$ cat config.mk
export PLATFORM = sky130hd
export DESIGN_NAME = pfi_ctrl
export DESIGN_NICKNAME = d
export VERILOG_FILES = /design/src/rtl/core/pfi_pkg.sv /design/src/rtl/core/pfi_ctrl.sv
export SDC_FILE = /design/constraint.sdc
export NUM_CORES = 1
export LEC_CHECK = 0
export BUFFER_PORTS_ARGS = -buffer_cell sky130_fd_sc_hd__buf_2
export CAP_MARGIN = 20
export CORE_UTILIZATION = 35
export CTS_BUF_LIST = sky130_fd_sc_hd__clkbuf_8
export CTS_CLUSTER_SIZE = 40
export DETAILED_ROUTE_END_ITERATION = 8
export PLACE_DENSITY = 0.64
export SETUP_SLACK_MARGIN = 0.1
export SYNTH_ARGS = -nofsm -noshare
export SYNTH_HDL_FRONTEND = slang
export SYNTH_SLANG_ARGS = --single-unit
$ cat constraint.sdc
create_clock -name clk -period 2.2 [get_ports clk]
set_input_delay 0.11 -clock clk [delete_from_list [all_inputs] [get_ports clk]]
set_output_delay 0.11 -clock clk [all_outputs]
set_load 0.02 [all_outputs]
$ cat src/rtl/core/pfi_pkg.sv
// Shared types, codes and saturating helpers for the particle force integrator.
`default_nettype none
package pfi_pkg;

	localparam int FRAC_BITS_DEF = 16;

	localparam logic [2:0] K_REPEL   = 3'd0;
	localparam logic [2:0] K_ATTRACT = 3'd1;
	localparam logic [2:0] K_STEER   = 3'd2;
	localparam logic [2:0] K_UPDATE  = 3'd3;
	localparam logic [2:0] K_LOAD    = 3'd4;

	localparam logic signed [31:0] S32_MAX = 32'sh7FFF_FFFF;
	localparam logic signed [31:0] S32_MIN = 32'sh8000_0000;

	typedef enum logic [4:0] {
		OP_NONE,
		OP_CAPTURE,
		OP_DIFF,
		OP_SQ,
		OP_SQ_ACC,
		OP_SQRT,
		OP_DIV_F,
		OP_FCAP,
		OP_DIV_U,
		OP_UCAP,
		OP_M1,
		OP_M1CAP,
		OP_M2,
		OP_FWB,
		OP_ML,
		OP_STWB,
		OP_PLAIN,
		OP_UADD,
		OP_UMUL,
		OP_UWB,
		OP_LOAD,
		OP_OUT
	} pfi_op_t;

	typedef struct packed {
		pfi_op_t    op;
		logic [1:0] idx;
	} pfi_cmd_t;

	typedef struct packed {
		logic       unit_done;
		logic       len_zero;
		logic       in_reach;
		logic [2:0] kind;
		logic       arrival;
	} pfi_stat_t;

	typedef struct packed {
		logic [2:0]         kind;
		logic signed [31:0] point_x;
		logic signed [31:0] point_y;
		logic signed [31:0] point_z;
		logic [30:0]        reach;
		logic signed [31:0] strength;
		logic               arrival_mode;
	} pfi_item_t;

	typedef struct packed {
		logic signed [31:0] out_x;
		logic signed [31:0] out_y;
		logic signed [31:0] out_z;
		logic               in_range;
	} pfi_res_t;

	function automatic logic signed [31:0] sat33(input logic signed [32:0] v);
		logic signed [31:0] r;
		if (v > 33'sh0_7FFF_FFFF) r = S32_MAX;
		else if (v < -33'sh0_8000_0000) r = S32_MIN;
		else r = v[31:0];
		return r;
	endfunction

	function automatic logic signed [31:0] sat_add(input logic signed [31:0] a,
		input logic signed [31:0] b);
		return sat33({a[31], a} + {b[31], b});
	endfunction

	function automatic logic signed [31:0] sat_sub(input logic signed [31:0] a,
		input logic signed [31:0] b);
		return sat33({a[31], a} - {b[31], b});
	endfunction

	function automatic logic [31:0] mag32(input logic signed [31:0] a);
		return a[31] ? (~a + 32'd1) : a;
	endfunction

	function automatic logic signed [31:0] sat_sm(input logic [64:0] m, input logic neg);
		logic signed [31:0] r;
		if (neg) r = (m > 65'h0_8000_0000) ? S32_MIN : (~m[31:0] + 32'd1);
		else r = (m > 65'h0_7FFF_FFFF) ? S32_MAX : m[31:0];
		return r;
	endfunction

endpackage
`default_nettype wire

$ cat src/rtl/core/pfi_ctrl.sv
// Controller: sequences the datapath for each item and holds the result handshake.
`default_nettype none
module pfi_ctrl (
	input  wire                 clk,
	input  wire                 arst_n,
	input  wire                 in_valid,
	output logic                in_ready,
	output logic                out_valid,
	input  wire                 out_ready,
	input  pfi_pkg::pfi_stat_t  stat,
	output pfi_pkg::pfi_cmd_t   cmd
);
	import pfi_pkg::*;

	typedef enum logic [4:0] {
		S_IDLE, S_DIFF, S_SQ, S_SQACC, S_SQRT, S_SQRTW, S_FADE, S_FADEW, S_FCAP,
		S_DIVU, S_DIVUW, S_UCAP, S_M1, S_M1CAP, S_M2, S_FWB, S_ML, S_STWB,
		S_PLAIN, S_UADD, S_UMUL, S_UWB, S_LOAD, S_FIN
	} state_t;

	state_t     state_q;
	logic [1:0] idx_q;
	logic       out_valid_q;

	assign in_ready  = (state_q == S_IDLE);
	assign out_valid = out_valid_q;

	always_comb begin
		cmd.idx = idx_q;
		unique case (state_q)
			S_IDLE:  cmd.op = in_valid ? OP_CAPTURE : OP_NONE;
			S_DIFF:  cmd.op = OP_DIFF;
			S_SQ:    cmd.op = OP_SQ;
			S_SQACC: cmd.op = OP_SQ_ACC;
			S_SQRT:  cmd.op = OP_SQRT;
			S_FADE:  cmd.op = OP_DIV_F;
			S_FCAP:  cmd.op = OP_FCAP;
			S_DIVU:  cmd.op = OP_DIV_U;
			S_UCAP:  cmd.op = OP_UCAP;
			S_M1:    cmd.op = OP_M1;
			S_M1CAP: cmd.op = OP_M1CAP;
			S_M2:    cmd.op = OP_M2;
			S_FWB:   cmd.op = OP_FWB;
			S_ML:    cmd.op = OP_ML;
			S_STWB:  cmd.op = OP_STWB;
			S_PLAIN: cmd.op = OP_PLAIN;
			S_UADD:  cmd.op = OP_UADD;
			S_UMUL:  cmd.op = OP_UMUL;
			S_UWB:   cmd.op = OP_UWB;
			S_LOAD:  cmd.op = OP_LOAD;
			S_FIN:   cmd.op = (!out_valid_q || out_ready) ? OP_OUT : OP_NONE;
			default: cmd.op = OP_NONE;
		endcase
	end

	always_ff @(posedge clk or negedge arst_n) begin
		if (!arst_n) begin
			state_q     <= S_IDLE;
			idx_q       <= 2'd0;
			out_valid_q <= 1'b0;
		end else begin
			if (state_q == S_FIN && (!out_valid_q || out_ready))
				out_valid_q <= 1'b1;
			else if (out_valid_q && out_ready)
				out_valid_q <= 1'b0;
			unique case (state_q)
				S_IDLE: if (in_valid) state_q <= S_DIFF;
				S_DIFF: begin
					idx_q <= 2'd0;
					priority if (stat.kind == K_REPEL || stat.kind == K_ATTRACT)
						state_q <= S_SQ;
					else if (stat.kind == K_STEER)
						state_q <= stat.arrival ? S_SQ : S_PLAIN;
					else if (stat.kind == K_UPDATE)
						state_q <= S_UADD;
					else if (stat.kind == K_LOAD)
						state_q <= S_LOAD;
					else
						state_q <= S_FIN;
				end
				S_SQ: state_q <= S_SQACC;
				S_SQACC: begin
					if (idx_q == 2'd2) begin
						idx_q   <= 2'd0;
						state_q <= S_SQRT;
					end else begin
						idx_q   <= idx_q + 2'd1;
						state_q <= S_SQ;
					end
				end
				S_SQRT: state_q <= S_SQRTW;
				S_SQRTW: begin
					if (stat.unit_done) begin
						if (stat.kind == K_STEER)
							state_q <= stat.len_zero ? S_FIN : S_DIVU;
						else
							state_q <= stat.in_reach ? S_FADE : S_FIN;
					end
				end
				S_FADE:  state_q <= S_FADEW;
				S_FADEW: if (stat.unit_done) state_q <= S_FCAP;
				S_FCAP:  state_q <= S_DIVU;
				S_DIVU:  state_q <= S_DIVUW;
				S_DIVUW: if (stat.unit_done) state_q <= S_UCAP;
				S_UCAP:  state_q <= (stat.kind == K_STEER) ? S_ML : S_M1;
				S_M1:    state_q <= S_M1CAP;
				S_M1CAP: state_q <= S_M2;
				S_M2:    state_q <= S_FWB;
				S_ML:    state_q <= S_STWB;
				S_FWB, S_STWB: begin
					if (idx_q == 2'd2) begin
						state_q <= S_FIN;
					end else begin
						idx_q   <= idx_q + 2'd1;
						state_q <= S_DIVU;
					end
				end
				S_UADD: state_q <= S_UMUL;
				S_UMUL: state_q <= S_UWB;
				S_UWB: begin
					if (idx_q == 2'd2) begin
						state_q <= S_FIN;
					end else begin
						idx_q   <= idx_q + 2'd1;
						state_q <= S_UADD;
					end
				end
				S_PLAIN: state_q <= S_FIN;
				S_LOAD:  state_q <= S_FIN;
				S_FIN:   if (!out_valid_q || out_ready) state_q <= S_IDLE;
				default: state_q <= S_IDLE;
			endcase
		end
	end

	a_no_overwrite: assert property (@(posedge clk) disable iff (!arst_n)
		cmd.op == OP_OUT |-> (!out_valid_q || out_ready))
		else $error("result overwritten while pending");
	a_accept_starts: assert property (@(posedge clk) disable iff (!arst_n)
		(in_valid && in_ready) |=> state_q == S_DIFF)
		else $error("accepted item not started");
	a_fin_holds: assert property (@(posedge clk) disable iff (!arst_n)
		(state_q == S_FIN && out_valid_q && !out_ready) |=> state_q == S_FIN)
		else $error("finished item left while result stalled");
	a_idx_range: assert property (@(posedge clk) disable iff (!arst_n)
		idx_q != 2'd3)
		else $error("component index out of range");

endmodule
`default_nettype wire
==> metrics.cfg, run 1 <==
[timing]
period_share_pct = 91.32
finalHoldViolCount = 0
setup_ws_ns = 0.1909
setup_viol = 0
worst_slew_pin_slew_ns = 0.5239
tns_ns = 0
rsz0062_at_grt = false
slew_viol_final = 0
fin_crit_ns = 2.009
slew_headroom_pct = 65.08
worst_clock_skew_ns = 0.003571
max_clock_freq_mhz = 497.7

[critical_path]
r2r_cells = 7
worstSetupEndpointType = flip-flop
startpoint_type = flip-flop
crit_fanout = 8
crit_type = flip-flop to flip-flop
required_ns = 2.30
cp_data_arrival_time_ns = 2.11

[synthesis]
ys.flop_type = dfrtp_1
synth-seq-cells = 8
yosysWarnings = 0
synthTopCellsByCount = 16 x nor2_1, 14 x nand2_1, 13 x o21ai_0, 8 x dfrtp_1, 8 x inv_1
async_flop_share_pct = 100.0
synth_seq_area_share_pct = 17.92
synth_edf_count = 0
yosysMostFrequentCell = nor2_1
synth_area_per_cell_um2 = 7.162
ys_top_cells_by_area = dfrtp_1 18%, o21ai_0 5.8%, nor2_1 5.4%, nand2_1 4.7%, nor2b_1 3.9%
syn_area_mm2 = 0.001117
synth_cell_types = 52
synth_top_area_cell = dfrtp_1
yosysTopAreaCellShare_pct = 17.92
syn_inst = 156
syn_nets = 170

[die]
rows = 20
die_h_um = 58.50
die_area_mm2 = 0.003422
initial_utilization_pct = 36.60
die_w_um = 58.50
core_area_mm2 = 0.003053
io-pin-count = 20

[route]
avgViaCountPerCell = 5.614
vias = 1235
drt_wl_total_um = 3327
initialDrtViolationCount = 93
ant_nets = 0
wire_per_inst_um = 15.12
firstDrtPassIters = 4
remaining_drc_errors = 0

[global_routing]
grtUsageTotal_pct = 20.79
antenna_found_initial = 0
grt_pass1_vias = 1165
grt_pass1_wl_um = 5506
grt-ovfl-total = 0
grt_max_degree = 18

[clocking]
cts.sinks = 8
cts_max_level = 1
cts_made_buffers = 3
worstSkewPairLatency_ns = 0.22
tritoncts = done
clk_pin_slew_ns = 0.04
cts_root_buffer = clkbuf_8
clk_path_buf_depth = 2

[worst_hold_path]
hp-class = input pin to flip-flop
min_path_cells = 2

[layout]
fin_nets = 192
areaGrowthSynthToFinish_pct = 21.72
layout-drive-gt1-share_pct = 22.16
diodes = 0

[placement]
hpwl_um = 2540
io_buffers = 19
preCtsSetupSlack_ns = 0.02048
gp_congestion = 0.9457

[pwr]
internal_power_uw = 996.5
clkPwrFrac_pct = 8.2
power_density_mw_per_mm2 = 1547
ir_worst_vdd_mv = 0.7235
switchingPower_uw = 1107
combPwrFrac_pct = 74.2
power.leakage_uw = 0.0005741
power_frac_seq_pct = 17.7
p_sw_share_pct = 52.63

[job]
maxCapViolations = 0

[outcome]
status = finished clean

[repair_timing]
action / CTS / global route
pin swaps: 0 / 2
resized for setup: 3 / 4
hold buffers: 1 / 0
endpoints found under the hold margin: 8 / 0
endpoints found under the setup margin: 1 / 3
setup buffers: 0 / 2
[critical path, stage by stage (launching register included)]
cell	delay, ns
dfrtp_1	0.37
inv_1	0.09
ha_2	0.23
and4b_1	0.24
and2_1	0.17
a311o_1	0.32
a2111oi_4	0.34
o2bb2ai_1	0.12
[registers in the layout, indices dropped and copies added (netlist names)]
register and cells:
state_q 5, out_valid 1, idx_q 2
[final timing paths]
kind                          start    endpoint  slack, ns
setup / recovery           idx_q[0]  state_q[2]       0.19
hold / removal              stat[6]  state_q[3]       0.11
setup reg to reg           idx_q[0]  state_q[2]       0.19
hold reg to reg            idx_q[1]    idx_q[1]       0.56
max in group asynchronous    arst_n  state_q[1]       1.76
min in group asynchronous    arst_n    idx_q[0]       0.26
[power groups by stage]
stage / registers, uW / clock network (uW) / logic (uW)
detailed placement: 363 / 0 / 1440
floorplan: 274 / 0 / 1150
finish: 372 / 172 / 1560
global route: 384 / 185 / 1710
global placement: 358 / 0 / 1420
CTS: 362 / 176 / 1470
[layout by cell type (no fill, tap or decap), types with 2 or more instances in the layout]
master,instances
a21oi_1,7
buf_2,19
inv_1,8
o21ai_1,2
nor2b_1,6
o21ai_0,13
o32ai_1,2
nand2b_1,5
and2_1,4
buf_4,10
nand4_1,2
o22ai_1,4
ha_1,2
or3b_1,2
nand3_1,3
nand2_1,14
a22oi_1,4
dfrtp_1,7
nor3_1,5
clkbuf_8,3
o2bb2ai_1,3
a22o_1,2
nor2_1,16
[final cells by class]
class,count,area (um2)
Clock buffer,3,41.29
Inverter,8,30.03
Sequential cell,8,201.4
Fill cell,324,1693
Timing Repair Buffer,30,180.2
Tap cell,44,55.05
Multi-Input combinational cell,127,852.1
[metal layers]
metal | global-route usage [%] | wire length (um) | share of wire, % | vias to the layer above
li1 | - | - | - | 614
met1 | 28.69 | 1515 | 46 | 572
met2 | 35.47 | 1647 | 50 | 47
met3 | 0.8791 | 153 | 4.6 | 2
met4 | 5.782 | 10 | 0.30 | 0
met5 | 0 | 0 | 0 | -
[per-stage QoR]
stage          util, %  power, uW  cells  hold WS, ns  area (um2)
6_report         44.55       2103    220       0.1123        1360
5_1_grt          44.55       2282    220       0.1165        1360
4_1_cts          43.36       2012    218       0.1091        1324
3_5_place_dp     41.39       1807    214     -0.03614        1264
3_3_place_gp     41.39       1778    214     -0.04121        1264
2_1_floorplan        -       1422    156      -0.1856        1117
[cell families after synthesis]
kind of cell / count (synthesis) / synth area share, %
DFF: 8 / 17.92
adders and majority gates: 4 / 4.256
buffers and inverters: 21 / 8.399
and+or+nand+nor: 69 / 35.16
muxes: 2 / 1.904
AOI/OAI and AO/OA: 50 / 30.80
xor gates and xnor gates: 2 / 1.568
Note: power is estimated with default switching activity, not from simulation.
==> run 2: changes to the inputs <==
--- a/config.mk
+++ b/config.mk
@@ -7,11 +7,12 @@
 export LEC_CHECK = 0
 export BUFFER_PORTS_ARGS = -buffer_cell sky130_fd_sc_hd__buf_2
 export CAP_MARGIN = 20
-export CORE_UTILIZATION = 35
+export CORE_MARGIN = 4
+export CORE_UTILIZATION = 55
 export CTS_BUF_LIST = sky130_fd_sc_hd__clkbuf_8
 export CTS_CLUSTER_SIZE = 40
 export DETAILED_ROUTE_END_ITERATION = 8
-export PLACE_DENSITY = 0.64
+export PLACE_DENSITY = 0.89
 export SETUP_SLACK_MARGIN = 0.1
 export SYNTH_ARGS = -nofsm -noshare
 export SYNTH_HDL_FRONTEND = slang
==> run 2 against run 1 <==
Effect of this change: total power down 4.0%; via count up 5.8%; non-clock buffer count down 2; highest routed layer unchanged; setup slack worse by 0.0042 ns; hold slack worse by 0.0034 ns; sequential share of layout area up 0.74 points; clock-buffer cell count unchanged; global-route usage up 5.6 points; largest power group unchanged; final area down 4.1%; clock power about the same; fmax down 0.21%; die area down 18%.
==> metrics.cfg, run 2 (synthesis results as in run 1) <==
[layout]
final_common_cell = buf_2
final_area_mm2 = 0.001304  ; -4.1%
areaGrowthSynthToFinish_pct = 16.69
largest_reg_flops = 5  ; unchanged
largest_register = state_q
fin_nets = 190  ; -1.0%
layout-drive-gt1-share_pct = 20.69  ; -1.5 points
diodes = 0  ; unchanged
final_cell_mix = 19 x buf_2, 16 x nor2_1, 14 x nand2_1, 13 x o21ai_0

[critical_path]
crit_path_start = idx_q[0]
startpoint_type = flip-flop
critPathTopFamily = compound AO/OA/AOI/OAI gates
required_ns = 2.30  ; about the same
crit_type = flip-flop to flip-flop
r2r_start = idx_q[0]
slowest_delay_ns = 0.40  ; +0.03 ns
r2r_end = state_q[2]
crit_fanout = 8  ; unchanged
r2r_cells = 7  ; unchanged
r2r_setup_slack_ns = 0.19  ; about the same
cp_slowest_cell = a311o_1
critPathBufInv = 1  ; unchanged
path_cells = inv_1 > ha_2 > and2b_1 > o22ai_1 > a311o_1 > a2111oi_2 > o2bb2ai_1
endpoint = state_q[2]
worstSetupEndpointType = flip-flop
cp_data_arrival_time_ns = 2.11  ; about the same
crit_cells = 7  ; unchanged

[clocking]
clk_path_buf_depth = 2  ; unchanged
clk_pin_slew_ns = 0.04  ; about the same
cts_max_level = 1  ; unchanged
cts_made_buffers = 3  ; unchanged
cts.sinks = 8  ; unchanged
postCtsSetupBuffers = 0  ; unchanged
tritoncts = done
worstSkewPairLatency_ns = 0.23  ; about the same
cts_root_buffer = clkbuf_8

[die]
io-pin-count = 20  ; unchanged
rows = 16  ; -20%
initial_utilization_pct = 57.54  ; +21 points
die_area_mm2 = 0.002816  ; -18%
die_w_um = 53.07  ; -9.3%
core_area_mm2 = 0.001942  ; -36%
die_h_um = 53.07  ; -9.3%

[placement]
placed_area_mm2 = 0.001242  ; -1.7%
preCtsSetupSlack_ns = 0.09906  ; +0.07857 ns
gp_congestion = 0.9902  ; +4.7%
hpwl_um = 2444  ; -3.8%
io_buffers = 19  ; unchanged

[pwr]
ir_worst_vdd_mv = 0.9891  ; +37%
clkPwrFrac_pct = 8.6  ; +0.4 points
p_sw_share_pct = 52.88  ; +0.25 points
power.leakage_uw = 0.0005583  ; -2.7%
power_density_mw_per_mm2 = 1549  ; +0.18%
switchingPower_uw = 1068  ; -3.5%
internal_power_uw = 951.9  ; -4.5%
power_frac_seq_pct = 18.7  ; +1.0 points
combPwrFrac_pct = 72.7  ; -1.5 points

[route]
wire_per_inst_um = 15.71  ; +3.9%
remaining_drc_errors = 0  ; unchanged
initialDrtViolationCount = 55  ; -41%
avgViaCountPerCell = 6.502  ; +16%
firstDrtPassIters = 4  ; unchanged
vias = 1307  ; +5.8%
drt_wl_total_um = 3158  ; -5.1%
ant_nets = 0  ; unchanged

[worst_hold_path]
hp-class = input pin to flip-flop

[timing]
finalHoldViolCount = 0  ; unchanged
worst_clock_skew_ns = 0.0008210  ; -0.002750 ns
period_share_pct = 91.51  ; +0.19 points
max_clock_freq_mhz = 496.7  ; -0.21%
slew_headroom_pct = 59.58  ; -5.5 points
setup_viol = 0  ; unchanged
setup_ws_ns = 0.1867  ; -0.004170 ns
fin_crit_ns = 2.013  ; +0.004170 ns
slew_viol_final = 0  ; unchanged
whs_ns = 0.1089  ; -0.003417 ns
rsz0062_at_grt = true
worst_slew_pin_slew_ns = 0.5910  ; +0.06713 ns
tns_ns = 0  ; unchanged

[global_routing]
grt_pass1_wl_um = 5444  ; -1.1%
grt-ovfl-total = 0  ; unchanged
grtUsageTotal_pct = 26.43  ; +5.6 points
antenna_found_initial = 0  ; unchanged
grt_max_degree = 17  ; -1
grt_pass1_vias = 1210  ; +3.9%

[outcome]
status = finished clean

[job]
maxCapViolations = 0  ; unchanged

run 2: through the flow:
stage,utilization (%),power [uW],std cells
final,67.14,2020,201
after global routing,67.14,2205,201
after CTS,66.88,1985,201
after detailed placement,63.98,1786,197
after global placement,63.98,1736,197
after floorplan,-,1422,156
run 2: metal layers:
layer | vias to the layer above | GRT usage, % | wire, um
met5 | - | 0 | 0
met3 | 22 | 6.761 | 368
met4 | 0 | 13.19 | 149
met1 | 579 | 30.87 | 1165
li1 | 606 | - | -
met2 | 100 | 44.21 | 1474
run 2: how the worst min path moves through the flow:
| stage | startpoint | endpoint | slack [ns] | cells past startpoint |
|---|---|---|---|---|
| floorplan | arst_n | idx_q[0] | -0.19 | 0 |
| global placement | arst_n | idx_q[0] | -0.05 | 1 |
| detailed placement | arst_n | idx_q[0] | -0.04 | 1 |
| CTS | stat[6] | state_q[3] | 0.11 | 2 |
| global route | stat[6] | state_q[3] | 0.10 | 2 |
| finish | stat[6] | state_q[3] | 0.11 | 2 |
run 2: power by group through the flow:
stage	logic (uW)	registers (uW)	clock network [uW]
floorplan	1150	274	0
global route	1620	389	192
CTS	1440	364	178
finish	1470	378	173
detailed placement	1420	365	0
global placement	1380	359	0
run 2: what timing repair did:
| item | 4_1_cts | 5_1_grt |
|---|---|---|
| endpoints found under the setup margin | 1 | 4 |
| endpoints found under the hold margin | 8 | 0 |
| gates resized for setup | 1 | 3 |
| hold buffers | 1 | 0 |
run 2: area by class of cell:
cell class	count	area, um2
Inverter	8	30.03
Tap cell	27	33.78
Sequential cell	8	202.7
Clock buffer	3	41.29
Multi-Input combinational cell	127	830.8
Fill cell	160	638.1
Timing Repair Buffer	28	165.2
